`config.mk`:
```
export PLATFORM = sky130hd
export DESIGN_NAME = hill_key_recovery_2x2_mod26_unit
export DESIGN_NICKNAME = d
export VERILOG_FILES = /design/src/hkr_pkg.sv /design/src/hkr_mod_red.sv /design/src/hill_key_recovery_2x2_mod26_unit.sv
export SDC_FILE = /design/constraint.sdc
export NUM_CORES = 2
export LEC_CHECK = 0
export BUFFER_PORTS_ARGS = -buffer_cell sky130_fd_sc_hd__buf_2
export CELL_PAD_IN_SITES_DETAIL_PLACEMENT = 1
export CELL_PAD_IN_SITES_GLOBAL_PLACEMENT = 1
export CORE_MARGIN = 5
export CORE_UTILIZATION = 55
export CTS_CLUSTER_SIZE = 14
export DETAILED_ROUTE_END_ITERATION = 6
export PLACE_DENSITY = 0.93
export SLEW_MARGIN = 40
export SYNTH_ARGS = -nofsm -noshare
export SYNTH_HDL_FRONTEND = slang
export SYNTH_SLANG_ARGS = --single-unit
```
`constraint.sdc`:
```
create_clock -name i_clk -period 9.2 [get_ports i_clk]
set_input_delay 0.46 -clock i_clk [delete_from_list [all_inputs] [get_ports i_clk]]
set_output_delay 0.46 -clock i_clk [all_outputs]
set_load 0.02 [all_outputs]
```
`src/hkr_pkg.sv`:
```
package hkr_pkg;

    localparam int FIELD_W = 5;

    typedef struct packed {
        logic [FIELD_W-1:0] plain_r0c0;
        logic [FIELD_W-1:0] plain_r0c1;
        logic [FIELD_W-1:0] plain_r1c0;
        logic [FIELD_W-1:0] plain_r1c1;
        logic [FIELD_W-1:0] cipher_r0c0;
        logic [FIELD_W-1:0] cipher_r0c1;
        logic [FIELD_W-1:0] cipher_r1c0;
        logic [FIELD_W-1:0] cipher_r1c1;
    } t_hkr_in;

    typedef struct packed {
        logic [FIELD_W-1:0] key_r0c0;
        logic [FIELD_W-1:0] key_r0c1;
        logic [FIELD_W-1:0] key_r1c0;
        logic [FIELD_W-1:0] key_r1c1;
        logic               invertible;
    } t_hkr_out;

    // load strobes for the two register stages of a modular reducer
    typedef struct packed {
        logic en_a;
        logic en_b;
    } t_red_en;

endpackage

```
`src/hkr_mod_red.sv`:
```
module hkr_mod_red #(
    parameter int MODULUS = 26,
    parameter int XW      = 11
) (
    input  logic                       i_clk,
    input  hkr_pkg::t_red_en           i_en,
    input  logic [XW-1:0]              i_x,
    output logic [$clog2(MODULUS)-1:0] o_r
);
    import hkr_pkg::*;

    localparam int MW = $clog2(MODULUS);
    localparam logic [XW-1:0] RECIP = XW'((2**XW) / MODULUS);
    localparam logic [XW-1:0] MOD_X = XW'(MODULUS);

    logic [2*XW-1:0] prod;
    logic [XW-1:0]   r_x;
    logic [XW-1:0]   r_q;
    logic [XW-1:0]   rem;
    logic [XW-1:0]   rem_c;
    logic [MW-1:0]   r_r;
    logic [MW-1:0]   n_r;

    // quotient estimate, at most one short of the true quotient
    assign prod = (2*XW)'(i_x) * (2*XW)'(RECIP);

    always_ff @(posedge i_clk) begin
        if (i_en.en_a) begin
            r_x <= i_x;
            r_q <= prod[2*XW-1:XW];
        end
    end

    always_comb begin
        rem   = r_x - r_q * MOD_X;
        rem_c = (rem >= MOD_X) ? (rem - MOD_X) : rem;
        n_r   = rem_c[MW-1:0];
    end

    always_ff @(posedge i_clk) begin
        if (i_en.en_b) begin
            r_r <= n_r;
        end
    end

    assign o_r = r_r;

endmodule

```
`src/hill_key_recovery_2x2_mod26_unit.sv`:
```
// Hill cipher 2x2 key recovery from one known plaintext/ciphertext matrix pair.
// Input channel (i_valid/o_ready, i_data): one transaction carries the plaintext
// matrix P and the matching ciphertext matrix C, entries 0..31, reduced mod
// MODULUS on entry. Output channel (o_valid/i_ready, o_data): one transaction per
// input with K = inverse(P) * C mod MODULUS and the invertible flag; when det(P)
// has no inverse the flag is low and all key entries are zero.
// Pipeline: 12 register stages. Throughput: one transaction per cycle while the
// receiver takes results, set by the fully pipelined datapath (table lookups, two
// multipliers per lane and nine two-stage reciprocal reducers).
// Each stage loads whenever it is empty or the stage after it moves, so bubbles
// are squeezed out and input is taken while a finished result waits.
// When the receiver stalls, the output holds; stages fill up and o_ready drops
// only when every stage holds a transaction.
// Reset clears all stage valid bits; no result is presented until new input.
module hill_key_recovery_2x2_mod26_unit #(
    parameter int MODULUS = 26
) (
    input  logic              i_clk,
    input  logic              i_rst_n,
    input  logic              i_valid,
    output logic              o_ready,
    input  hkr_pkg::t_hkr_in  i_data,
    output logic              o_valid,
    input  logic              i_ready,
    output hkr_pkg::t_hkr_out o_data
);
    import hkr_pkg::*;

    localparam int MW    = $clog2(MODULUS);
    localparam int DW    = 2*MW + 1;
    localparam int IW    = 2*MW;
    localparam int NSTG  = 12;
    localparam int TBL_N = 2**FIELD_W;

    function automatic logic [TBL_N*MW-1:0] f_red_tbl();
        logic [TBL_N*MW-1:0] t;
        t = '0;
        for (int i = 0; i < TBL_N; i++) begin
            t[i*MW +: MW] = MW'(i % MODULUS);
        end
        return t;
    endfunction

    function automatic logic [MODULUS*MW-1:0] f_inv_tbl();
        logic [MODULUS*MW-1:0] t;
        logic                  hit;
        t = '0;
        for (int d = 0; d < MODULUS; d++) begin
            hit = 1'b0;
            for (int x = 1; x < MODULUS; x++) begin
                if (!hit && ((d * x) % MODULUS) == 1) begin
                    t[d*MW +: MW] = MW'(x);
                    hit = 1'b1;
                end
            end
        end
        return t;
    endfunction

    localparam logic [TBL_N*MW-1:0]   RED_TBL = f_red_tbl();
    localparam logic [MODULUS*MW-1:0] INV_TBL = f_inv_tbl();

    // stage control
    logic [NSTG-1:0] r_vld;
    logic [NSTG-1:0] n_vld;
    logic [NSTG-1:0] en;

    always_comb begin
        en[NSTG-1] = !r_vld[NSTG-1] || i_ready;
        for (int k = NSTG-2; k >= 0; k--) begin
            en[k] = !r_vld[k] || en[k+1];
        end
        n_vld = {r_vld[NSTG-2:0], i_valid};
    end

    always_ff @(posedge i_clk) begin
        if (!i_rst_n) begin
            r_vld <= '0;
        end else begin
            for (int k = 0; k < NSTG; k++) begin
                if (en[k]) begin
                    r_vld[k] <= n_vld[k];
                end
            end
        end
    end

    assign o_ready = en[0];
    assign o_valid = r_vld[NSTG-1];

    // stage 0: reduce entries
    logic [FIELD_W-1:0] p_in [4];
    logic [FIELD_W-1:0] c_in [4];
    logic [MW-1:0]      r_s0_p [4];
    logic [MW-1:0]      r_s0_c [4];

    always_comb begin
        p_in[0] = i_data.plain_r0c0;
        p_in[1] = i_data.plain_r0c1;
        p_in[2] = i_data.plain_r1c0;
        p_in[3] = i_data.plain_r1c1;
        c_in[0] = i_data.cipher_r0c0;
        c_in[1] = i_data.cipher_r0c1;
        c_in[2] = i_data.cipher_r1c0;
        c_in[3] = i_data.cipher_r1c1;
    end

    always_ff @(posedge i_clk) begin
        if (en[0]) begin
            for (int k = 0; k < 4; k++) begin
                r_s0_p[k] <= RED_TBL[p_in[k]*MW +: MW];
                r_s0_c[k] <= RED_TBL[c_in[k]*MW +: MW];
            end
        end
    end

    // stage 1: negated off-diagonal entries and raw determinant
    logic [MW-1:0] neg01;
    logic [MW-1:0] neg10;
    logic [DW-1:0] det_raw;
    logic [DW-1:0] r_s1_det;
    logic [MW-1:0] r_s1_m [4];
    logic [MW-1:0] r_s1_c [4];

    always_comb begin
        neg01   = (r_s0_p[1] == '0) ? '0 : MW'(MODULUS - int'(r_s0_p[1]));
        neg10   = (r_s0_p[2] == '0) ? '0 : MW'(MODULUS - int'(r_s0_p[2]));
        det_raw = DW'(r_s0_p[0]) * DW'(r_s0_p[3]) + DW'(neg01) * DW'(r_s0_p[2]);
    end

    // r_s1_m holds the adjugate entries in row order
    always_ff @(posedge i_clk) begin
        if (en[1]) begin
            r_s1_det  <= det_raw;
            r_s1_m[0] <= r_s0_p[3];
            r_s1_m[1] <= neg01;
            r_s1_m[2] <= neg10;
            r_s1_m[3] <= r_s0_p[0];
            r_s1_c    <= r_s0_c;
        end
    end

    // stages 2 and 3: determinant mod MODULUS
    t_red_en       det_en;
    logic [MW-1:0] det;
    logic [MW-1:0] r_s2_m [4];
    logic [MW-1:0] r_s2_c [4];
    logic [MW-1:0] r_s3_m [4];
    logic [MW-1:0] r_s3_c [4];

    assign det_en = '{en_a: en[2], en_b: en[3]};

    hkr_mod_red #(.MODULUS(MODULUS), .XW(DW)) u_det_red (
        .i_clk (i_clk),
        .i_en  (det_en),
        .i_x   (r_s1_det),
        .o_r   (det)
    );

    always_ff @(posedge i_clk) begin
        if (en[2]) begin
            r_s2_m <= r_s1_m;
            r_s2_c <= r_s1_c;
        end
        if (en[3]) begin
            r_s3_m <= r_s2_m;
            r_s3_c <= r_s2_c;
        end
    end

    // stage 4: modular inverse of the determinant
    logic [MW-1:0] dinv;
    logic [MW-1:0] r_s4_dinv;
    logic          r_s4_ok;
    logic [MW-1:0] r_s4_m [4];
    logic [MW-1:0] r_s4_c [4];

    assign dinv = INV_TBL[det*MW +: MW];

    always_ff @(posedge i_clk) begin
        if (en[4]) begin
            r_s4_dinv <= dinv;
            r_s4_ok   <= (dinv != '0);
            r_s4_m    <= r_s3_m;
            r_s4_c    <= r_s3_c;
        end
    end

    // stage 5: scale adjugate
    logic [IW-1:0] r_s5_prod [4];
    logic          r_s5_ok;
    logic [MW-1:0] r_s5_c [4];

    always_ff @(posedge i_clk) begin
        if (en[5]) begin
            for (int k = 0; k < 4; k++) begin
                r_s5_prod[k] <= IW'(r_s4_m[k]) * IW'(r_s4_dinv);
            end
            r_s5_ok <= r_s4_ok;
            r_s5_c  <= r_s4_c;
        end
    end

    // stages 6 and 7: inverse entries mod MODULUS
    t_red_en       mid_en;
    logic [MW-1:0] inv [4];
    logic          r_s6_ok;
    logic          r_s7_ok;
    logic [MW-1:0] r_s6_c [4];
    logic [MW-1:0] r_s7_c [4];

    assign mid_en = '{en_a: en[6], en_b: en[7]};

    for (genvar g = 0; g < 4; g++) begin : g_inv_red
        hkr_mod_red #(.MODULUS(MODULUS), .XW(IW)) u_inv_red (
            .i_clk (i_clk),
            .i_en  (mid_en),
            .i_x   (r_s5_prod[g]),
            .o_r   (inv[g])
        );
    end

    always_ff @(posedge i_clk) begin
        if (en[6]) begin
            r_s6_ok <= r_s5_ok;
            r_s6_c  <= r_s5_c;
        end
        if (en[7]) begin
            r_s7_ok <= r_s6_ok;
            r_s7_c  <= r_s6_c;
        end
    end

    // stage 8: matrix product inverse(P) * C
    logic [DW-1:0] r_s8_sum [4];
    logic          r_s8_ok;

    always_ff @(posedge i_clk) begin
        if (en[8]) begin
            r_s8_sum[0] <= DW'(inv[0]) * DW'(r_s7_c[0]) + DW'(inv[1]) * DW'(r_s7_c[2]);
            r_s8_sum[1] <= DW'(inv[0]) * DW'(r_s7_c[1]) + DW'(inv[1]) * DW'(r_s7_c[3]);
            r_s8_sum[2] <= DW'(inv[2]) * DW'(r_s7_c[0]) + DW'(inv[3]) * DW'(r_s7_c[2]);
            r_s8_sum[3] <= DW'(inv[2]) * DW'(r_s7_c[1]) + DW'(inv[3]) * DW'(r_s7_c[3]);
            r_s8_ok     <= r_s7_ok;
        end
    end

    // stages 9 and 10: key entries mod MODULUS
    t_red_en       key_en;
    logic [MW-1:0] key [4];
    logic          r_s9_ok;
    logic          r_s10_ok;

    assign key_en = '{en_a: en[9], en_b: en[10]};

    for (genvar g = 0; g < 4; g++) begin : g_key_red
        hkr_mod_red #(.MODULUS(MODULUS), .XW(DW)) u_key_red (
            .i_clk (i_clk),
            .i_en  (key_en),
            .i_x   (r_s8_sum[g]),
            .o_r   (key[g])
        );
    end

    always_ff @(posedge i_clk) begin
        if (en[9]) begin
            r_s9_ok <= r_s8_ok;
        end
        if (en[10]) begin
            r_s10_ok <= r_s9_ok;
        end
    end

    // stage 11: output register
    logic [MW+FIELD_W-1:0] key_ext [4];
    logic [FIELD_W-1:0]    key_fld [4];
    t_hkr_out              n_out;
    t_hkr_out              r_out;

    always_comb begin
        for (int k = 0; k < 4; k++) begin
            key_ext[k] = (MW+FIELD_W)'(key[k]);
            key_fld[k] = r_s10_ok ? key_ext[k][FIELD_W-1:0] : '0;
        end
        n_out.key_r0c0   = key_fld[0];
        n_out.key_r0c1   = key_fld[1];
        n_out.key_r1c0   = key_fld[2];
        n_out.key_r1c1   = key_fld[3];
        n_out.invertible = r_s10_ok;
    end

    always_ff @(posedge i_clk) begin
        if (en[11]) begin
            r_out <= n_out;
        end
    end

    assign o_data = r_out;

endmodule

```
Word-level counts from Yosys, hierarchy flattened
Memories as Yosys holds them, arrays and structs flattened.
Index checks and enable logic that the tools add are counted.
Widths: inputs -> output; s select.
- register bits: 495
- bits in writable memories: 104
- bits of input ports: 44
- output and inout port bits: 23
- word-level logic and storage cells: 231
- memories: 3
- memories (memory ; depth ; bits a word ; read ports ; clocked after memory_dff ; wr ports ; RTL line ; text):
    r_s8_sum ; 4 ; 11 ; 4 ; 0 ; 4 ; hill_key_recovery_2x2_mod26_unit.sv:235 ; logic [DW-1:0] r_s8_sum [4];
    r_s5_prod ; 4 ; 10 ; 4 ; 0 ; 4 ; hill_key_recovery_2x2_mod26_unit.sv:190 ; logic [IW-1:0] r_s5_prod [4];
    r_s0_p ; 4 ; 5 ; 4 ; 0 ; 4 ; hill_key_recovery_2x2_mod26_unit.sv:94 ; logic [MW-1:0] r_s0_p [4];
- $add $sub $neg: 25
- $mul: 41
- magnitude comparators: 9
- shift operators: 9
- muxes and demuxes: 16
- reductions and logical operators: 27
- operator list (kind ; count):
    $shiftx 160x9->5 const A ; 8
    $mul 5x5->10 ; 14
    $shiftx 130x9->5 const A ; 1
    $mul 11x6->17 const B ; 5
    $mul 5x3->8 const B ; 9
    $mul 10x6->16 const B ; 4
    $add 10x10->11 ; 5
    $ge 11x5->1 const B ; 5
    $sub 11x11->11 ; 5
    $mul 7x4->10 const B ; 5
    $mux 5 ; 10
    $sub 5x5->5 const B ; 9
    $ge 10x5->1 const B ; 4
    $sub 10x10->10 ; 4
    $mul 6x4->9 const B ; 4
    $logic_not 1->1 ; 12
    $logic_or 1x1->1 ; 12
    $logic_not 5->1 ; 2
    $sub 5x5->5 const A ; 2
    $mux 1 ; 6
    $reduce_bool 5->1 ; 1

Depth between registers and ports, before layout
- depth in word-level cells: 15
- gate-level depth with buffers: 23

By module
Synthesis repeated with hierarchy kept, for this count alone.
- cells, all modules: 3877
- area total of the unflattened synthesis: 46134.2 sq um
- by module, submodules not included (module ; instances ; cells an instance ; area each (sq um) ; sequential area each (sq um)):
    hill_key_recovery_2x2_mod26_unit ; 1 ; 1903 ; 24307.1 ; 11891.4
    hkr_mod_red at g_key_red[0].u_key_red ... ; 4 ; 228 ; 2531.2 ; 690.7
    hkr_mod_red at g_inv_red[0].u_inv_red ... ; 3 ; 208 ; 2279.7 ; 630.6
    hkr_mod_red at u_det_red ; 1 ; 218 ; 2531.2 ; 690.7
    hkr_mod_red at g_inv_red[1].u_inv_red ; 1 ; 220 ; 2332.2 ; 630.6

Worst setup path before layout
No wires, ideal clock.
- kind: flip-flop to flip-flop
- from: memory r_s0_p[1][0] (netlist bit)
- to: register r_s1_det[10], data pin
- library setup time: 258 ps
- arrival: 5210 ps
- slack: 3732 ps
- stages on the path, launching flop included: 23
- buffers on the path: 0
- clock period less this slack: 5468 ps
- cell sequence: edfxtp_1 -> inv_1 -> ha_1 -> nand3b_1 -> nor2_1 -> nor2_1 -> nand2_1 -> fa_1 -> fa_1 -> inv_1 -> fa_1 -> inv_1 -> fa_1 -> fa_1 -> inv_1 -> ha_1 -> inv_1 -> o21bai_1 -> a21oi_1 -> o21ai_0 -> a21o_1 -> a21oi_1 -> xnor2_1
- RTL lines (item ; RTL line ; text):
    from (decl) ; hill_key_recovery_2x2_mod26_unit.sv:94 ;
    to (signal assigned) ; hill_key_recovery_2x2_mod26_unit.sv:134 ; r_s1_det <= det_raw;
    to (decl) ; hill_key_recovery_2x2_mod26_unit.sv:121 ; logic [DW-1:0] r_s1_det;

==> impl_metrics.py <==
metrics = {
    "setup_path": {
        "path_max_fanout": 9,
        "crit_start": "r_s0_p[1][0]$_DFFE_PP_",
        "reg2reg_from": "r_s0_p[1][0]$_DFFE_PP_",
        "worst_ep_arrival_time_ns": 6.70,
        "timing.rr.end": "r_s1_det[10]$_DFFE_PP_",
        "cp-start-kind": "flop",
        "critPathBufInv": 5,
        "rrSetupSlack_ns": 2.90,
        "required_ns": 9.60,
        "crit_path_end_kind": "flop",
        "cp.depth": 22,
        "path_cells": "inv_1 > ha_1 > nand3b_1 > nor2_1 > nor2_1 > nand2_1 > fa_1 > fa_1 > inv_1 > fa_1 > inv_1 > fa_1 > fa_1 > inv_1 > ha_1 > inv_1 > o21bai_1 > a21oi_1 > o21ai_0 > a21o_1 > a21oi_1 > xnor2_1",
        "critPathKind": "reg -> reg",
        "max_stage_delay_ns": 0.57,
        "slowest_stage": "fa_1",
        "path_delay_family": "adder cells",
        "worst_r2r_path_depth": 22,
        "cp-endpoint": "r_s1_det[10]$_DFFE_PP_",
    },
    "clocking": {
        "cts_max_level": 3,
        "cts_root_buffer": "clkbuf_16",
        "cts_tree": "done",
        "numCtsBuffers": 71,
        "insertion_delay_ns": 0.68,
        "clkTransAtPathRegs_ns": 0.07,
        "cts.sinks": 599,
        "cts_hold_buf": 8,
        "post_cts_buffers": 0,
        "cts.repair.resized": 0,
        "cts_buffer_depth": 3,
    },
    "floorplanning": {
        "rows": 105,
        "die_x_um": 297,
        "io_pins": 67,
        "die_y_um": 297,
        "coreArea_um2": 82000,
        "dieArea_um2": 88400,
        "initial_utilization": 0.554,
    },
    "placed_design": {
        "dp_hpwl_um": 88700,
        "place_congestion": 0.835,
        "dpl_cell_area_um2": 47000,
        "place_ws_ns": 2.99,
        "portBuffers": 66,
    },
    "synth": {
        "synth_seq_area_share": 0.393,
        "synthTopCellsByArea": "edfxtp_1 39%, ha_1 19%, fa_1 16%",
        "yosys_warnings": 0,
        "synth.most_common_cell": "ha_1",
        "syn_area_per_cell_um2": 12.1,
        "synthCells": 3756,
        "yosys-top-cells-count": "675 x ha_1, 626 x inv_1, 587 x edfxtp_1, 368 x fa_1, 245 x and2_1",
        "synth_edf_count": 587,
        "synth_top_area_share": 0.388,
        "synth_fp_nets": 4843,
        "synth_largest_area_cell": "edfxtp_1",
        "synth-main-ff-cell": "edfxtp_1",
        "synth-seq-cells": 599,
        "async_reset_ff_frac": 0,
        "netlist_area_um2": 45400,
        "synth_cell_types": 74,
    },
    "timing": {
        "fin_ws_ns": 2.90,
        "finalCriticalPeriod_ns": 6.30,
        "fin_tns_setup_ns": 0,
        "skew_ns": 0.0497,
        "period_share": 0.685,
        "max_freq_mhz": 159,
        "setup_viol": 0,
        "hold_violations": 0,
        "worst_pin_slew_ns": 0.835,
        "slew_violations": 0,
        "slew_headroom": 0.443,
        "rsz0062_at_grt": "false",
    },
    "routing": {
        "remaining_drc_errors": 0,
        "vias_per_cell": 6.10,
        "dr_total_vias": 30500,
        "drt_iter0_drc": 2326,
        "drt_pre_antenna_iters": 5,
        "post_drt_wl_per_cell_um": 26.4,
        "totalWireLength_um": 132000,
        "ant_nets": 0,
    },
    "global_route": {
        "first_global_vias": 35700,
        "overflow": 0,
        "grt_pass1_wl_um": 205000,
        "grt_max_degree": 74,
        "globalRouteTotalUtil": 0.297,
        "antenna_found_initial": 1,
    },
    "final_layout": {
        "final_nets": 4965,
        "multi_input_area_um2": 25100,
        "fillers": 8155,
        "design_area_um2": 49500,
        "regArea_um2": 17900,
        "areaGrowthSynthToFinish_pct": 9.00,
        "drive_above_1_share": 0.0573,
    },
    "hold_path": {
        "min_path_type": "in -> reg",
        "worstHoldStart": "i_data[32]",
    },
    "job": {
        "cap_viol_max_count": 0,
    },
    "status": {
        "status": "finished clean",
    },
}
## worst min-delay path by stage
stage,cells past startpoint,end
after global placement,0,r_s1_c[16]$_DFFE_PP_
final,3,r_s0_p[1][1]$_DFFE_PP_
after global routing,2,r_s0_p[2][2]$_DFFE_PP_
after floorplan,0,g_inv_red[0].u_inv_red.o_r[0]$_DFFE_PP_
after CTS,3,r_s0_p[1][1]$_DFFE_PP_
after detailed placement,0,r_s4_m[15]$_DFFE_PP_
## metrics by stage
step           std cells  hold slack (ns)   util
4_1_cts             4994           0.0731  0.603
5_1_grt             5000            0.103  0.604
3_3_place_gp        4862            0.402  0.573
6_report            5000            0.105  0.604
3_5_place_dp        4862            0.405  0.573
2_1_floorplan       3756            0.400      -
## cell type report
class | count | share of cell area
multi-input combinational | 2493 | 0.506
sequential | 599 | 0.361
inverter | 626 | 0.0476
clock buffer | 84 | 0.0369
tap | 1070 | 0.0270
timing repair buffer | 87 | 0.0111
clock inverter | 40 | 0.0101
antenna | 1 | 0.0000506
## tightest hold or removal path, stage by stage
cell and delay (ns):
buf_2 0.09, nand2_1 0.05, nand2_1 0.05
## cells by family (layout without fill, tap and decap cells)
logic type / Yosys count / after routing / share of synthesized area
fa+ha+maj: 1043 / 1043 / 0.348
simple gates: 688 / 688 / 0.0780
buf+inv: 664 / 837 / 0.0551
flops: 599 / 599 / 0.393
compound gates: 509 / 509 / 0.0748
xor+xnor: 236 / 236 / 0.0464
mux: 17 / 17 / 0.00391
other cells: 0 / 1 / 0
## sequential cells by signal, indices dropped and copies added, names as in the netlist, 21 cells and up
| signal | cells |
|---|---|
| r_s8_sum | 44 |
| r_s5_prod | 40 |
| g_inv_red.u_inv_red.r_x | 40 |
| g_key_red.u_key_red.r_x | 44 |
| g_inv_red.u_inv_red.r_q | 24 |
| g_key_red.u_key_red.r_q | 28 |
| o_data | 21 |
## cells in the final DEF, fill, tap and decap left out, types with 10 or more instances in the layout
master | netlist | layout
a211oi_1 | 16 | 16
a21boi_0 | 21 | 21
a21o_1 | 67 | 67
a21oi_1 | 150 | 150
a31oi_1 | 16 | 16
and2_1 | 245 | 245
buf_2 | 0 | 66
clkbuf_1 | 36 | 13
clkbuf_16 | 0 | 71
clkinv_1 | 0 | 10
clkinv_2 | 0 | 12
dfxtp_1 | 12 | 12
edfxtp_1 | 587 | 587
fa_1 | 368 | 368
ha_1 | 675 | 675
inv_1 | 626 | 620
mux2i_1 | 11 | 11
nand2_1 | 185 | 180
nand2b_1 | 15 | 15
nand3_1 | 27 | 27
nor2_1 | 107 | 107
nor2b_1 | 42 | 42
nor3_1 | 23 | 23
o21a_1 | 39 | 39
o21ai_0 | 67 | 67
o21ai_1 | 12 | 12
o21bai_1 | 39 | 39
or2_2 | 11 | 11
xnor2_1 | 149 | 149
xor2_1 | 84 | 84
## per-layer routing
| metal | up-vias | part of all wire | GRT usage |
|---|---|---|---|
| li1 | 13000 | - | - |
| met1 | 15500 | 0.34 | 0.309 |
| met2 | 1335 | 0.54 | 0.560 |
| met3 | 661 | 0.045 | 0.0469 |
| met4 | 0 | 0.074 | 0.179 |
| met5 | - | 0 | 0 |
Power is left out: the tool's default activity adds up to more than one toggle a clock period on the data nets, which glitch-free logic cannot reach.
